File: src/rtl/gs_pkg.sv
// ----------------------------------------------------------------------------
// gs_pkg
// Shared widths, codes, types and helpers of the fixed-point Gauss-Seidel
// solver.
// ----------------------------------------------------------------------------
package gs_pkg;

  localparam int MAX_ORDER  = 16;
  localparam int IDX_W      = $clog2(MAX_ORDER);
  localparam int ADDR_W     = 2 * IDX_W;
  localparam int VALUE_BITS = 32;
  localparam int FRAC_BITS  = 16;
  localparam int DIM_W      = 5;
  localparam int SWEEP_W    = 16;
  localparam int NORM_W     = 32;
  localparam int CFG_IDX_W  = 2;
  localparam int CFG_DATA_W = 32;
  // exact sum of b and MAX_ORDER saturated products
  localparam int ACC_W      = VALUE_BITS + IDX_W + 1;
  // (|s| << FRAC) + |d|/2 needs one bit more than the shifted magnitude
  localparam int DIV_BITS   = VALUE_BITS + FRAC_BITS + 1;

  localparam logic [CFG_IDX_W-1:0] REG_DIMENSION  = 2'd0;
  localparam logic [CFG_IDX_W-1:0] REG_MAX_SWEEPS = 2'd1;
  localparam logic [CFG_IDX_W-1:0] REG_TOLERANCE  = 2'd2;

  typedef enum logic [1:0] {
    CMD_MATRIX = 2'd0,
    CMD_VECTOR = 2'd1,
    CMD_START  = 2'd2
  } cmd_t;

  typedef enum logic [1:0] {
    STAT_CONVERGED = 2'd0,
    STAT_LIMIT     = 2'd1,
    STAT_ZERO_DIAG = 2'd2
  } status_t;

  typedef enum logic [3:0] {
    S_IDLE,
    S_RES_ROW,
    S_RES_DRAIN,
    S_RES_SQ,
    S_RES_WAIT,
    S_DECIDE,
    S_SWP_ROW,
    S_SWP_DRAIN,
    S_DIV,
    S_OUT,
    S_FLUSH
  } state_t;

  typedef struct packed {
    logic init;       // load accumulator with b
    logic mul;        // multiply-subtract one element
    logic square;     // square the saturated accumulator into the norm
    logic clr_total;  // clear the norm
  } mac_ctl_t;

  function automatic logic [VALUE_BITS-1:0] mag(input logic [VALUE_BITS-1:0] v);
    logic [VALUE_BITS-1:0] u;
    u = v;
    return u[VALUE_BITS-1] ? (~u + 1'b1) : u;
  endfunction

endpackage

File: src/rtl/gs_mac.sv
// ----------------------------------------------------------------------------
// gs_mac
// Two-stage multiply, round and accumulate unit: b minus the sum of rounded
// products, and the squared residual norm of the saturated row sums.
// ----------------------------------------------------------------------------
module gs_mac (
  input  logic                                 clk,
  input  logic                                 rst,
  input  gs_pkg::mac_ctl_t                     ctl,
  input  logic signed [gs_pkg::VALUE_BITS-1:0] a,
  input  logic signed [gs_pkg::VALUE_BITS-1:0] x,
  input  logic signed [gs_pkg::VALUE_BITS-1:0] init_val,
  output logic signed [gs_pkg::VALUE_BITS-1:0] acc_sat,
  output logic [gs_pkg::NORM_W-1:0]            total
);

  localparam int VB = gs_pkg::VALUE_BITS;
  localparam int AW = gs_pkg::ACC_W;
  localparam int PW = 2 * VB;
  localparam logic signed [AW-1:0] ACC_HI = {{(AW-VB+1){1'b0}}, {(VB-1){1'b1}}};
  localparam logic signed [AW-1:0] ACC_LO = {{(AW-VB+1){1'b1}}, {(VB-1){1'b0}}};
  localparam logic [PW-1:0] HALF    = {{(PW-gs_pkg::FRAC_BITS){1'b0}}, 1'b1,
                                       {(gs_pkg::FRAC_BITS-1){1'b0}}};
  localparam logic [PW-1:0] NEG_MAG = {{(PW-VB){1'b0}}, 1'b1, {(VB-1){1'b0}}};
  localparam logic [PW-1:0] POS_MAX = NEG_MAG - 1'b1;
  localparam logic [PW-1:0] NORM_MAX = {{(PW-gs_pkg::NORM_W){1'b0}},
                                        {gs_pkg::NORM_W{1'b1}}};

  logic signed [AW-1:0] acc;
  logic [PW-1:0]        prod;
  logic                 p_valid;
  logic                 p_square;
  logic                 p_neg;
  logic [VB-1:0]        sa;
  logic [VB-1:0]        sb;
  logic [PW-1:0]        rnd;
  logic signed [VB-1:0] val;
  logic [PW-1:0]        tsum;

  always_comb begin
    if (acc > ACC_HI) begin
      acc_sat = ACC_HI[VB-1:0];
    end else if (acc < ACC_LO) begin
      acc_sat = ACC_LO[VB-1:0];
    end else begin
      acc_sat = acc[VB-1:0];
    end
  end

  // square mode feeds the saturated row sum to both sides
  assign sa = ctl.square ? acc_sat : a;
  assign sb = ctl.square ? acc_sat : x;

  always_ff @(posedge clk) begin
    prod     <= PW'(gs_pkg::mag(sa)) * PW'(gs_pkg::mag(sb));
    p_neg    <= sa[VB-1] ^ sb[VB-1];
    p_square <= ctl.square;
  end

  always_ff @(posedge clk) begin
    if (rst) begin
      p_valid <= 1'b0;
    end else begin
      p_valid <= ctl.mul | ctl.square;
    end
  end

  // round half away from zero on the magnitude, then saturate
  assign rnd = (prod + HALF) >> gs_pkg::FRAC_BITS;

  always_comb begin
    if (p_neg) begin
      val = (rnd >= NEG_MAG) ? ACC_LO[VB-1:0] : (~rnd[VB-1:0] + 1'b1);
    end else begin
      val = (rnd > POS_MAX) ? ACC_HI[VB-1:0] : rnd[VB-1:0];
    end
  end

  assign tsum = {{(PW-gs_pkg::NORM_W){1'b0}}, total} + rnd;

  always_ff @(posedge clk) begin
    if (ctl.init) begin
      acc <= AW'(init_val);
    end else if (p_valid && !p_square) begin
      acc <= acc - AW'(val);
    end
  end

  always_ff @(posedge clk) begin
    if (rst || ctl.clr_total) begin
      total <= '0;
    end else if (p_valid && p_square) begin
      total <= (tsum > NORM_MAX) ? NORM_MAX[gs_pkg::NORM_W-1:0]
                                 : tsum[gs_pkg::NORM_W-1:0];
    end
  end

endmodule

File: config.mk
export PLATFORM = sky130hd
export DESIGN_NAME = gs_mac
export DESIGN_NICKNAME = d
export VERILOG_FILES = /design/src/rtl/gs_pkg.sv /design/src/rtl/gs_mac.sv
export SDC_FILE = /design/constraint.sdc
export NUM_CORES = 2
export LEC_CHECK = 0
export ABC_AREA = 1
export BUFFER_PORTS_ARGS = -buffer_cell sky130_fd_sc_hd__buf_2
export CORE_MARGIN = 8
export CORE_UTILIZATION = 60
export DETAILED_ROUTE_END_ITERATION = 8
export GPL_ROUTABILITY_DRIVEN = 0
export PLACE_DENSITY = 0.75
export SETUP_SLACK_MARGIN = 0.05
export SLEW_MARGIN = 10
export SYNTH_ARGS = -nofsm -noshare
export SYNTH_HDL_FRONTEND = slang
export SYNTH_SLANG_ARGS = --single-unit
File: constraint.sdc
create_clock -name clk -period 11.61 [get_ports clk]
set_clock_uncertainty 0.05 [all_clocks]
set_input_delay 0.5805 -clock clk [delete_from_list [all_inputs] [get_ports clk]]
set_output_delay 0.5805 -clock clk [all_outputs]
set_load 0.02 [all_outputs]
==> flow_results.xml <==
<?xml version="1.0" encoding="UTF-8"?>
<metrics>
  <group name="outcome">
    <metric name="status" unit="">finished, violations left</metric>
    <metric name="failed_checks" unit="">design-rule violations</metric>
  </group>
  <group name="synthesis">
    <metric name="fraction_of_synthesized_area_in_multiplexers" unit="%">0</metric>
    <metric name="synth-seq-area-share" unit="%">5.92</metric>
    <metric name="cell_area_after_technology_mapping" unit="sq um">47200</metric>
    <metric name="synth.avg_cell_area" unit="sq um">7.23</metric>
    <metric name="ys_types" unit="">63</metric>
    <metric name="synthArstFlopShare" unit="%">0</metric>
    <metric name="synth.largest_area_cell" unit="">fa_1</metric>
    <metric name="postSynthCellCount" unit="">6522</metric>
    <metric name="post_synth_fa_ha_maj_area_fraction" unit="%">46.9</metric>
    <metric name="synthXorXnorAreaFrac" unit="%">2.48</metric>
    <metric name="synth_top_cells_by_count" unit="">nand2_1 (1517), inv_1 (1361), nor2_1 (940), fa_1 (897), ha_1 (333)</metric>
    <metric name="synth_edf_count" unit="">37</metric>
    <metric name="synth_largest_type_area_fraction" unit="%">38.1</metric>
    <metric name="yosysMostFrequentCell" unit="">nand2_1</metric>
    <metric name="synth_top_family_by_area" unit="">adder cells</metric>
    <metric name="ys_top_cells_by_area" unit="">fa_1 (38%), nand2_1 (12%), inv_1 (11%)</metric>
    <metric name="synth.yosys.warnings" unit="">0</metric>
    <metric name="synth_fp_nets" unit="">7854</metric>
    <metric name="fraction_of_the_mapped_netlist_area_in_simple_logic_gates" unit="%">24.8</metric>
    <metric name="flop_and_latch_count_out_of_synthesis" unit="">121</metric>
    <metric name="synth_compound_area_share" unit="%">6.44</metric>
    <metric name="postSynth.topFlopCell" unit="">dfxtp_1</metric>
  </group>
  <group name="finish">
    <metric name="nFillCells" unit="">7128</metric>
    <metric name="multi_input_gate_area_in_the_final_layout" unit="sq um">38100</metric>
    <metric name="synthToLayoutAreaGrowth" unit="%">4.82</metric>
    <metric name="fraction_of_layout_cells_with_a_size_suffix_above_1" unit="%">6.29</metric>
    <metric name="final_nets" unit="">7904</metric>
    <metric name="antenna_cells" unit="">0</metric>
    <metric name="regArea" unit="sq um">2790</metric>
  </group>
  <group name="placement">
    <metric name="portbufs" unit="">165</metric>
    <metric name="hpwl" unit="um">134000</metric>
  </group>
  <group name="worst_hold_path">
    <metric name="worstHoldPathCells" unit="">2</metric>
    <metric name="worst_hold_path_endpoint" unit="">p_valid$_SDFF_PP0_</metric>
    <metric name="worst_hold_startpoint" unit="">rst</metric>
    <metric name="holdCritPathClass" unit="">input pin to flop</metric>
  </group>
  <group name="floorplanning">
    <metric name="fp-row-count" unit="">103</metric>
    <metric name="num_io_pins" unit="">166</metric>
    <metric name="dieHeight" unit="um">296</metric>
    <metric name="floorplan.die_area" unit="sq um">87900</metric>
    <metric name="die_width" unit="um">296</metric>
    <metric name="design.core.area" unit="sq um">78400</metric>
    <metric name="initial_utilization" unit="%">60.2</metric>
  </group>
  <group name="grt">
    <metric name="pin_count_of_the_biggest_net_entering_global_routing" unit="">64</metric>
    <metric name="grt_overflow_total" unit="">0</metric>
    <metric name="antenna_found_initial" unit="">0</metric>
    <metric name="via_count_of_the_first_global_routing_pass" unit="">43500</metric>
    <metric name="grt_first_pass_wirelength" unit="um">249000</metric>
    <metric name="grtUsageTotal" unit="%">37.1</metric>
  </group>
  <group name="route">
    <metric name="drt-pass1-iter-count" unit="">9</metric>
    <metric name="drt-wirelength-per-cell" unit="um">21.3</metric>
    <metric name="totalWireLength" unit="um">162000</metric>
    <metric name="drt_iter0_markers" unit="">5166</metric>
    <metric name="postRouteAntennaNets" unit="">0</metric>
    <metric name="post-route-drc-count" unit="">6</metric>
    <metric name="via_count" unit="">44600</metric>
    <metric name="vias_per_cell" unit="">5.84</metric>
  </group>
  <group name="cts">
    <metric name="cts.htree.levels" unit="">4</metric>
    <metric name="cts_buffers" unit="">17</metric>
    <metric name="clockBufferDepth" unit="">2</metric>
    <metric name="post-cts-setup-buffer-count" unit="">0</metric>
    <metric name="clk-insertion-delay-late" unit="ns">0.45</metric>
    <metric name="number_of_cells_upsized_or_downsized_after_cts" unit="">0</metric>
    <metric name="clk_transition_reported_paths" unit="ns">0.06</metric>
    <metric name="clock_sink_count" unit="">121</metric>
    <metric name="tritoncts" unit="">yes</metric>
    <metric name="hold_buffers" unit="">0</metric>
    <metric name="clock_root_buffer" unit="">clkbuf_16</metric>
  </group>
  <group name="timing">
    <metric name="clock.fmax" unit="MHz">92.9</metric>
    <metric name="grt_setup_unrepaired" unit="">false</metric>
    <metric name="slew_violations" unit="">0</metric>
    <metric name="final_hold_viol_count" unit="">0</metric>
    <metric name="maxSlewHeadroom" unit="%">14.0</metric>
    <metric name="tightest_slew" unit="ns">1.29</metric>
    <metric name="clock_period_minus_final_worst_setup_slack" unit="ns">10.76</metric>
    <metric name="report.final.setup_viol" unit="">0</metric>
    <metric name="finalSetupTns" unit="ns">0</metric>
    <metric name="fin_crit_sh" unit="%">92.7</metric>
  </group>
  <group name="worst_setup_path">
    <metric name="timing.critical_path.to_type" unit="">flop</metric>
    <metric name="timing.critical_path.slowest_stage_cell" unit="">inv_2</metric>
    <metric name="critPathLaunchType" unit="">flop</metric>
    <metric name="ff_to_ff_setup_slack" unit="ns">0.85</metric>
    <metric name="timing_worst_setup_path_type" unit="">flop to flop</metric>
    <metric name="critical_path.max_fanout" unit="">30</metric>
    <metric name="crit_path_max_incr_delay" unit="ns">0.67</metric>
    <metric name="r2r-end" unit="">prod[61]$_DFF_P_</metric>
    <metric name="reg2reg_depth" unit="">40</metric>
    <metric name="timing.critical_path.required" unit="ns">11.89</metric>
    <metric name="rr_startpoint" unit="">acc[31]$_DFFE_PP_</metric>
    <metric name="arrival" unit="ns">11.04</metric>
  </group>
  <group name="job">
    <metric name="cap_viol_max_count" unit="">0</metric>
  </group>
</metrics>
-- logic make-up after synthesis --
logic type / Yosys count
DFF: 121
buffers and inverters: 1612
AOI/OAI and AO/OA: 542
and+or+nand+nor: 2888
adders and majority gates: 1230
xor gates and xnor gates: 129
-- metal layers --
metal	vias up	wire (um)	track usage [%]
li1	19600	-	-
met1	21200	58600	48.0
met2	3160	68900	55.7
met3	633	23300	11.1
met4	0	11500	20.9
met5	-	0	0
-- worst max-delay path by stage --
stage	cells past startpoint	startpoint	endpoint	slack, ns
after floorplan	39	acc[31]$_DFFE_PP_	prod[52]$_DFF_P_	2.83
after global placement	37	acc[31]$_DFFE_PP_	prod[53]$_DFF_P_	1.0
after detailed placement	38	acc[31]$_DFFE_PP_	prod[61]$_DFF_P_	0.95
after CTS	38	acc[31]$_DFFE_PP_	prod[61]$_DFF_P_	0.90
after global routing	38	acc[36]$_DFFE_PP_	prod[61]$_DFF_P_	0.28
final	40	acc[31]$_DFFE_PP_	prod[61]$_DFF_P_	0.85
-- state kept, by name, summed over array words and instances, names as in the netlist --
signal / flops
p_valid: 1
prod: 49
p_neg: 1
acc: 37
total: 32
p_square: 1
-- cell type report --
type | count | share of cell area (%)
clock buffers | 19 | 0.896
multi-input cells | 4789 | 77.0
clock inverters | 13 | 0.293
flip-flops and latches | 121 | 5.65
well taps | 1050 | 2.66
inverters | 1401 | 10.6
repair buffers | 242 | 2.84
-- critical path: cells and delay by family (launching register included) --
family	cells	cell delay, ns
buffers and inverters	8	1.44
and+or+nand+nor	17	2.50
DFF	1	0.42
AOI/OAI and AO/OA	6	1.55
adders and majority gates	9	4.66
-- layout by cell type (no fill, tap or decap), types with 43 or more instances in the layout --
cell,instances
xor2_1,88
nand2_1,1516
nand4_1,43
fa_1,897
inv_1,1360
ha_1,333
dfxtp_1,84
nor2_1,938
buf_2,165
a21oi_1,226
nand3_1,240
buf_4,77
o21ai_0,177
-- per-stage QoR --
stage / cells / area [sq um] / hold slack, ns / utilization [%] / setup WS [ns]
6_report: 7635 / 49500 / 0.302 / 63.1 / 0.849
5_1_grt: 7635 / 49500 / 0.295 / 63.1 / 0.278
4_1_cts: 7635 / 49400 / 0.289 / 63.1 / 0.904
3_5_place_dp: 7603 / 48900 / 0.540 / 62.4 / 0.950
3_3_place_gp: 7603 / 48900 / 0.534 / 62.4 / 0.997
2_1_floorplan: 6522 / 47200 / 0.558 / - / 2.83
Power is not shown: default switching activity piles up to over one toggle a cycle in this logic, so the estimate is an artifact.
