--- src/rtl/gs_pkg.sv ---
// ----------------------------------------------------------------------------
// gs_pkg
// Shared widths, codes, types and helpers of the fixed-point Gauss-Seidel
// solver.
// ----------------------------------------------------------------------------
package gs_pkg;

  localparam int MAX_ORDER  = 16;
  localparam int IDX_W      = $clog2(MAX_ORDER);
  localparam int ADDR_W     = 2 * IDX_W;
  localparam int VALUE_BITS = 32;
  localparam int FRAC_BITS  = 16;
  localparam int DIM_W      = 5;
  localparam int SWEEP_W    = 16;
  localparam int NORM_W     = 32;
  localparam int CFG_IDX_W  = 2;
  localparam int CFG_DATA_W = 32;
  // exact sum of b and MAX_ORDER saturated products
  localparam int ACC_W      = VALUE_BITS + IDX_W + 1;
  // (|s| << FRAC) + |d|/2 needs one bit more than the shifted magnitude
  localparam int DIV_BITS   = VALUE_BITS + FRAC_BITS + 1;

  localparam logic [CFG_IDX_W-1:0] REG_DIMENSION  = 2'd0;
  localparam logic [CFG_IDX_W-1:0] REG_MAX_SWEEPS = 2'd1;
  localparam logic [CFG_IDX_W-1:0] REG_TOLERANCE  = 2'd2;

  typedef enum logic [1:0] {
    CMD_MATRIX = 2'd0,
    CMD_VECTOR = 2'd1,
    CMD_START  = 2'd2
  } cmd_t;

  typedef enum logic [1:0] {
    STAT_CONVERGED = 2'd0,
    STAT_LIMIT     = 2'd1,
    STAT_ZERO_DIAG = 2'd2
  } status_t;

  typedef enum logic [3:0] {
    S_IDLE,
    S_RES_ROW,
    S_RES_DRAIN,
    S_RES_SQ,
    S_RES_WAIT,
    S_DECIDE,
    S_SWP_ROW,
    S_SWP_DRAIN,
    S_DIV,
    S_OUT,
    S_FLUSH
  } state_t;

  typedef struct packed {
    logic init;       // load accumulator with b
    logic mul;        // multiply-subtract one element
    logic square;     // square the saturated accumulator into the norm
    logic clr_total;  // clear the norm
  } mac_ctl_t;

  function automatic logic [VALUE_BITS-1:0] mag(input logic [VALUE_BITS-1:0] v);
    logic [VALUE_BITS-1:0] u;
    u = v;
    return u[VALUE_BITS-1] ? (~u + 1'b1) : u;
  endfunction

endpackage

--- src/rtl/gs_div.sv ---
// ----------------------------------------------------------------------------
// gs_div
// Restoring divider, one quotient bit per cycle: rounded (s << 16) / d with
// the sign applied and the result saturated.
// ----------------------------------------------------------------------------
module gs_div (
  input  logic                                 clk,
  input  logic                                 rst,
  input  logic                                 start,
  input  logic signed [gs_pkg::VALUE_BITS-1:0] num,
  input  logic signed [gs_pkg::VALUE_BITS-1:0] den,
  output logic                                 done,
  output logic signed [gs_pkg::VALUE_BITS-1:0] quot
);

  localparam int VB = gs_pkg::VALUE_BITS;
  localparam int DB = gs_pkg::DIV_BITS;
  localparam int CW = $clog2(DB);
  localparam logic [DB-1:0] NEG_MAG = {{(DB-VB){1'b0}}, 1'b1, {(VB-1){1'b0}}};
  localparam logic [DB-1:0] POS_MAX = NEG_MAG - 1'b1;

  logic [DB-1:0] dvd;
  logic [VB-1:0] rem;
  logic [VB-1:0] dmag;
  logic          neg;
  logic          run;
  logic [CW-1:0] cnt;
  logic [VB:0]   trial;
  logic [VB:0]   diff;
  logic          ge;

  assign trial = {rem, dvd[DB-1]};
  assign diff  = trial - {1'b0, dmag};
  assign ge    = trial >= {1'b0, dmag};

  always_ff @(posedge clk) begin
    if (start) begin
      dvd  <= DB'({gs_pkg::mag(num), {gs_pkg::FRAC_BITS{1'b0}}})
            + DB'(gs_pkg::mag(den) >> 1);
      dmag <= gs_pkg::mag(den);
      neg  <= num[VB-1] ^ den[VB-1];
      rem  <= '0;
      cnt  <= '0;
    end else if (run) begin
      rem <= ge ? diff[VB-1:0] : trial[VB-1:0];
      dvd <= {dvd[DB-2:0], ge};
      cnt <= cnt + 1'b1;
    end
  end

  always_ff @(posedge clk) begin
    if (rst) begin
      run  <= 1'b0;
      done <= 1'b0;
    end else begin
      done <= run && (cnt == CW'(DB - 1));
      if (start) begin
        run <= 1'b1;
      end else if (cnt == CW'(DB - 1)) begin
        run <= 1'b0;
      end
    end
  end

  always_comb begin
    if (neg) begin
      quot = (dvd >= NEG_MAG) ? {1'b1, {(VB-1){1'b0}}} : (~dvd[VB-1:0] + 1'b1);
    end else begin
      quot = (dvd > POS_MAX) ? {1'b0, {(VB-1){1'b1}}} : dvd[VB-1:0];
    end
  end

endmodule

--- config.mk ---
export PLATFORM = sky130hd
export DESIGN_NAME = gs_div
export DESIGN_NICKNAME = d
export VERILOG_FILES = /design/src/rtl/gs_pkg.sv /design/src/rtl/gs_div.sv
export SDC_FILE = /design/constraint.sdc
export NUM_CORES = 1
export LEC_CHECK = 0
export BUFFER_PORTS_ARGS = -buffer_cell sky130_fd_sc_hd__buf_4
export CAP_MARGIN = 10
export CORE_UTILIZATION = 33
export CTS_BUF_LIST = sky130_fd_sc_hd__clkbuf_16
export CTS_CLUSTER_DIAMETER = 150
export DETAILED_ROUTE_END_ITERATION = 7
export RECOVER_POWER = 25
export SETUP_SLACK_MARGIN = 0.3
export SLEW_MARGIN = 40
export SYNTH_ARGS = -nofsm -noshare
export SYNTH_HDL_FRONTEND = slang
export SYNTH_SLANG_ARGS = --single-unit
export TNS_END_PERCENT = 10
--- constraint.sdc ---
create_clock -name clk -period 6.57 [get_ports clk]
set_clock_uncertainty 0.2 [all_clocks]
set_input_delay 0 -clock clk [delete_from_list [all_inputs] [get_ports clk]]
set_output_delay 0 -clock clk [all_outputs]
set_load 0.02 [all_outputs]
==> impl_metrics.yaml, run 1 <==
status:
  status: "finished, violations left"
  violations: "max-capacitance violations, max-slew violations"
final_layout:
  mostFrequentLayoutCell: "nand2_1"
  finalCoreUtilization: 0.408
  nFillCells: 3058
  layout.nets: 1466
  final_area_mm2: 0.0125
  area_growth_pct: 22.0
  seqCellArea_mm2: 0.00326
  multi_input_area_mm2: 0.00647
  layout_common_cells: "118 x nand2_1, 109 x nor2_1, 101 x buf_4"
  num_antenna_cells: 0
  drive_above_1_share: 0.138
yosys:
  async_flop_share: 0
  ys_seq_elements: 122
  synthAdderAreaFrac: 0.0689
  syn-mean-instance-area_um2: 8.38
  synthesis.area_mm2: 0.0102
  syn_nets: 1340
  netlist_instances: 1218
  synth_compound_area_frac: 0.214
  synthXorXnorAreaFrac: 0.0881
  ys_dominant_reg_cell: "edfxtp_1"
  ys_warn_count: 0
  ys_types: 76
  synth_mux_area_frac: 0.0301
  synth_top_family_by_area: "simple AND/OR/NAND/NOR gates"
  synth-edff-count: 82
  yosysSeqAreaShare: 0.320
  synth-simple-area-share: 0.229
clocking:
  cts_tree: "built"
  cts.sinks: 122
  h-tree-depth: 4
  clockRootBuffer: "clkbuf_16"
  cts_resized: 0
  clk_latency_ns: 0.42
  cts_buffers: 17
  cts.reportedPaths.clkPinSlew_ns: 0.07
  cts_buffer_depth: 2
sta:
  tightest_slew_ns: 1.97
  rsz0062_at_grt: "false"
  final-hold-violation-count: 0
  period_share: 0.889
  layout_min_cycle_time_ns: 5.84
  relSlewSlack: -0.316
  drv_slew: 78
  tns_ns: 0
  max_freq_mhz: 171
  setup_viol: 0
routing:
  drc: 0
  vias: 9720
  final_antenna_net_count: 0
  wl_mm: 30.2
  first_pass_iters: 7
  drt-vias-per-instance: 5.54
  drt_iter0_drc: 658
  wire_per_inst_um: 17.2
setup_path:
  slowest_delay_ns: 0.65
  reg2reg_slack_ns: 2.61
  r2r_end: "rem[13]"
  critPathMaxFanout: 8
  cp.depth: 16
  worstSetupStartpointType: "input pin"
  required_ns: 6.67
  timing_worst_setup_path_type: "in -> reg"
  reg2regPathDepth: 11
  r2r_start: "dmag[16]"
  endpoint: "dvd[47]"
  setup.worst_path.start: "den[8]"
  cp-end-kind: "register"
  path_cells: "dlygate4sd3_1, buf_4, nor3_1, nand4_1, o41ai_1, xnor2_1, ha_1, o21ai_0, o311a_1, a2111oi_0, o31ai_1, a21oi_1, nand4_1, nand4b_1, a31oi_1, dlygate4sd3_1"
  path_buf_inv: 3
  critPathSlowestCell: "nor3_1"
  crit_family: "compound AO/OA/AOI/OAI gates"
  cp_data_arrival_time_ns: 5.94
power_and_ir_drop:
  p_comb_frac: 0.300
  p_int_mw: 1.82
  switchingPower_uw: 961
  ir_worst_vdd_mv: 0.196
  clkPwrFrac: 0.329
  switching_share: 0.346
  p_leak_nw: 4.85
  power.density_mw_per_mm2: 223
  pwr-share-seq: 0.370
die:
  dieArea_mm2: 0.0317
  die_h_um: 178
  row_count: 64
  initial_core_util: 0.335
  die_w_um: 178
  core_area_mm2: 0.0305
  ios: 100
run:
  maxCapViolCount: 2
global_route:
  antenna_found_initial: 0
  grt_first_pass_wirelength_mm: 48.5
  grt_max_degree: 70
  grt_pass1_vias: 9207
  gr-total-overflow: 0
  track_usage: 0.194
place:
  gp_congestion: 0.884
  placed_area_mm2: 0.0113
  numPortBuffers: 99
  dpl.hpwl_mm: 22.3
min_path:
  hold_path.class: "in -> reg"
cell families (layout without fill, tap and decap cells):
group           count (synthesis)  count (layout)
fa+ha+maj                      55              55
simple gates                  461             461
flops                         122             122
compound gates                315             315
mux                            28              28
xor+xnor                      101             101
buf+inv                       136             275
per-layer routing:
metal,vias up,GRT usage,wire length (µm)
met5,-,0,0
met4,0,0.0509,479
met3,31,0.0311,1340
met2,213,0.323,14400
met1,4691,0.258,14000
li1,4785,-,-
tightest hold or removal path: stages:
cell     delay [ns]
buf_4          0.09
xnor2_1        0.15
a31oi_1        0.17
o31ai_1        0.07
sequential cells by signal, summed over array words and instances, names as in the netlist:
name	flops
neg	1
dvd	49
run	1
rem	32
dmag	32
done	1
cnt	6
Yosys cell counts (all sizes together) (5+ instances only):
master / number / share of area
o31a: 5 / 0.0043
a211oi: 16 / 0.012
or2: 14 / 0.0086
nor3: 41 / 0.021
o21bai: 5 / 0.0037
nand2b: 10 / 0.0061
or3: 27 / 0.018
nor2: 109 / 0.040
a32oi: 5 / 0.0043
o41ai: 20 / 0.018
and3: 9 / 0.0055
a21oi: 52 / 0.025
mux2: 22 / 0.024
and2: 6 / 0.0037
clkbuf: 53 / 0.019
nand3: 28 / 0.014
edfxtp: 82 / 0.24
nand4: 23 / 0.014
mux2i: 6 / 0.0059
o21ai: 69 / 0.034
nand3b: 5 / 0.0037
a31oi: 16 / 0.0098
nor2b: 15 / 0.0092
nor3b: 10 / 0.0074
xor2: 30 / 0.026
o21a: 10 / 0.0074
o31ai: 27 / 0.020
dfxtp: 40 / 0.078
a21o: 16 / 0.012
nand2: 119 / 0.044
nor4: 19 / 0.012
or4: 13 / 0.011
ha: 53 / 0.065
o311ai: 25 / 0.021
xnor2: 70 / 0.060
inv: 77 / 0.028
buf: 6 / 0.0023
cell type report:
cell class              count  share of cell area
multi-input cells         960               0.519
flip-flops and latches    122               0.262
repair buffers            166               0.110
well taps                 396              0.0398
clock buffers              17              0.0341
inverters                  77              0.0234
clock inverters            15              0.0113
worst min path at each step:
stage | cells after the start | end | slack [ns] | from
4_1_cts | 4 | dvd[46] | 0.007 | num[29]
3_5_place_dp | 2 | done | -0.02 | rst
6_report | 4 | dvd[46] | 0.03 | num[29]
2_1_floorplan | 1 | run | -0.13 | rst
5_1_grt | 4 | dvd[46] | 0.07 | num[29]
3_3_place_gp | 2 | run | -0.02 | rst
power groups by stage:
stage / Combinational, mW / Clock (mW) / Sequential [mW]
after floorplan: 0.566 / 0 / 0.995
after global placement: 0.785 / 0 / 1.04
after detailed placement: 0.796 / 0 / 1.04
after CTS: 0.832 / 0.923 / 1.03
after global routing: 0.925 / 0.956 / 1.04
final: 0.835 / 0.914 / 1.03
metrics by stage:
| stage | total power, mW | hold slack (ns) | std cells | worst slack (ns) |
|---|---|---|---|---|
| 2_1_floorplan | 1.56 | -0.128 | 1218 | 2.39 |
| 6_report | 2.78 | 0.0268 | 1753 | 0.729 |
| 5_1_grt | 2.92 | 0.0672 | 1753 | 0.357 |
| 4_1_cts | 2.78 | 0.00671 | 1751 | 0.784 |
| 3_3_place_gp | 1.83 | -0.0242 | 1662 | 1.28 |
| 3_5_place_dp | 1.84 | -0.0215 | 1662 | 1.16 |
what timing repair did:
| action | in CTS | in global routing |
|---|---|---|
| buffers inserted | 0 | 0 |
| endpoints found under the setup margin | 0 | 0 |
| endpoints found under the hold margin | 87 | 0 |
| hold buffers | 57 | 0 |
Power figures use the tool's default switching activity.
==> run 2: changes to the inputs <==
- PLACE_DENSITY: not set -> 0.49
==> run 2 against run 1 <==
Against the previous run:
- the run still ends with max-capacitance violations, max-slew violations left
- sequential power hardly changed
- core utilization grew 0.50 points
- total power is 5.4% higher
- critical path type unchanged
- worst hold slack worse by 0.0023 ns
- first-iteration DRC count is 4.4% lower
- non-clock buffer count up 5
- worst setup slack improved by 0.36 ns
- largest cell class unchanged
- highest routed layer is now met5
==> impl_metrics.yaml, run 2 (synthesized netlist as in run 1, its figures left out) <==
setup_path:
  path_cells: "dlygate4sd3_1, clkbuf_1, inv_1, a41oi_1, xor2_1, ha_1, and3_1, a22oi_1, a2111oi_0, o31ai_1, a21oi_1, nand4_1, nand4b_1, a31oi_1, dlygate4sd3_1"
  critPathSlowestCell: "clkbuf_1"
  crit_family: "buffers and inverters"
  cp-end-kind: "register"
  worstSetupStartpointType: "input pin"
  slowest_delay_ns: 1.02
  cp_data_arrival_time_ns: 5.58
  critPathMaxFanout: 32
  crit_top_cell: "dlygate4sd3_1"
  required_ns: 6.66
  timing_worst_setup_path_type: "in -> reg"
  path_buf_inv: 4
routing:
  final_antenna_net_count: 0
  vias: 9677
  drc: 0
  drt-vias-per-instance: 5.50
  drt_iter0_drc: 629
  wire_per_inst_um: 17.9
  first_pass_iters: 5
  wl_mm: 31.4
clocking:
  cts_buffer_depth: 2
  cts_buffers: 17
  h-tree-depth: 4
  cts_tree: "built"
  clockRootBuffer: "clkbuf_16"
  clk_latency_ns: 0.42
  cts.sinks: 122
  cts.reportedPaths.clkPinSlew_ns: 0.06
run:
  maxCapViolCount: 1
final_layout:
  layout.nets: 1471
  top_regs: "dvd (49), dmag (32), rem (32)"
  area_growth_pct: 23.5
  top_register: "dvd"
  mostFrequentLayoutCell: "nand2_1"
  layout_common_cells: "119 x nand2_1, 108 x nor2_1, 102 x buf_4"
  drive_above_1_share: 0.137
  largest_reg_flops: 49
global_route:
  grt_max_degree: 62
  antenna_found_initial: 3
  grt_pass1_vias: 9130
  grt_first_pass_wirelength_mm: 49.6
  track_usage: 0.201
  gr-total-overflow: 0
die:
  core_area_mm2: 0.0305
  row_count: 64
  die_w_um: 178
  die_h_um: 178
  dieArea_mm2: 0.0317
  ios: 100
  initial_core_util: 0.335
min_path:
  hold_path.class: "in -> reg"
status:
  violations: "max-capacitance violations, max-slew violations"
  status: "finished, violations left"
power_and_ir_drop:
  design_power_total_mw: 2.93
  ir_worst_vdd_mv: 0.179
  p_leak_nw: 4.93
  power.density_mw_per_mm2: 232
place:
  gp_congestion: 0.880
  dpl.hpwl_mm: 23.4
  numPortBuffers: 99
sta:
  setup_viol: 0
  layout_min_cycle_time_ns: 5.49
  final-hold-violation-count: 0
  drv_slew: 62
  rsz0062_at_grt: "false"
  tightest_slew_ns: 3.10
  relSlewSlack: -1.07
  tns_ns: 0
  max_freq_mhz: 182
  period_share: 0.835
run 2: area by class of cell:
class                   instances  area, µm²
fillers                      3105      17900
multi-input cells             960       6480
flip-flops and latches        122       3260
repair buffers                171       1420
clock buffers                  20        500
well taps                     396        495
inverters                      77        292
clock inverters                12        160
diodes                          2       5.00
run 2: final timing paths:
path | start | end | slack, ns | cells after the start
setup / recovery | den[31] | dvd[47] | 1.08 | 15
hold / removal | num[29] | dvd[46] | 0.02 | 4
setup reg to reg | dmag[16] | rem[8] | 2.45 | 12
hold reg to reg | rem[4] | rem[4] | 0.27 | 2
run 2: worst reg2reg max path, delay by kind of cell (launching register included):
family	cells	cell delay, ns
compound gates	6	2.22
fa+ha+maj	1	0.39
buf+inv	3	0.59
simple gates	2	0.30
flops	1	0.32
run 2: what timing repair did:
action | CTS | global route
buffers inserted | 0 | 0
gates resized for setup | 0 | 0
hold endpoints to repair | 72 | 0
hold buffers | 61 | 0
run 2: metrics by stage:
step,area [µm²],utilization,hold slack (ns),cells,worst slack (ns)
3_5_place_dp,11400,0.372,-0.0288,1665,1.50
6_report,12600,0.413,0.0245,1760,1.08
2_1_floorplan,10200,-,-0.128,1218,2.39
5_1_grt,12600,0.413,0.0183,1759,0.679
4_1_cts,12600,0.414,0.00676,1758,1.18
3_3_place_gp,11300,0.371,-0.0296,1664,1.58
run 2: layer usage:
metal | track usage | vias to the layer above | wire length (µm)
li1 | - | 4805 | -
met1 | 0.277 | 4635 | 15300
met2 | 0.319 | 204 | 14200
met3 | 0.0368 | 31 | 1360
met4 | 0.0563 | 2 | 588
met5 | 0 | - | 10
run 2: power breakdown:
group	internal, mW	switching [mW]	leakage (nW)
Combinational	0.367	0.474	3.46
Clock	0.669	0.391	0.326
Sequential	0.929	0.0981	1.14
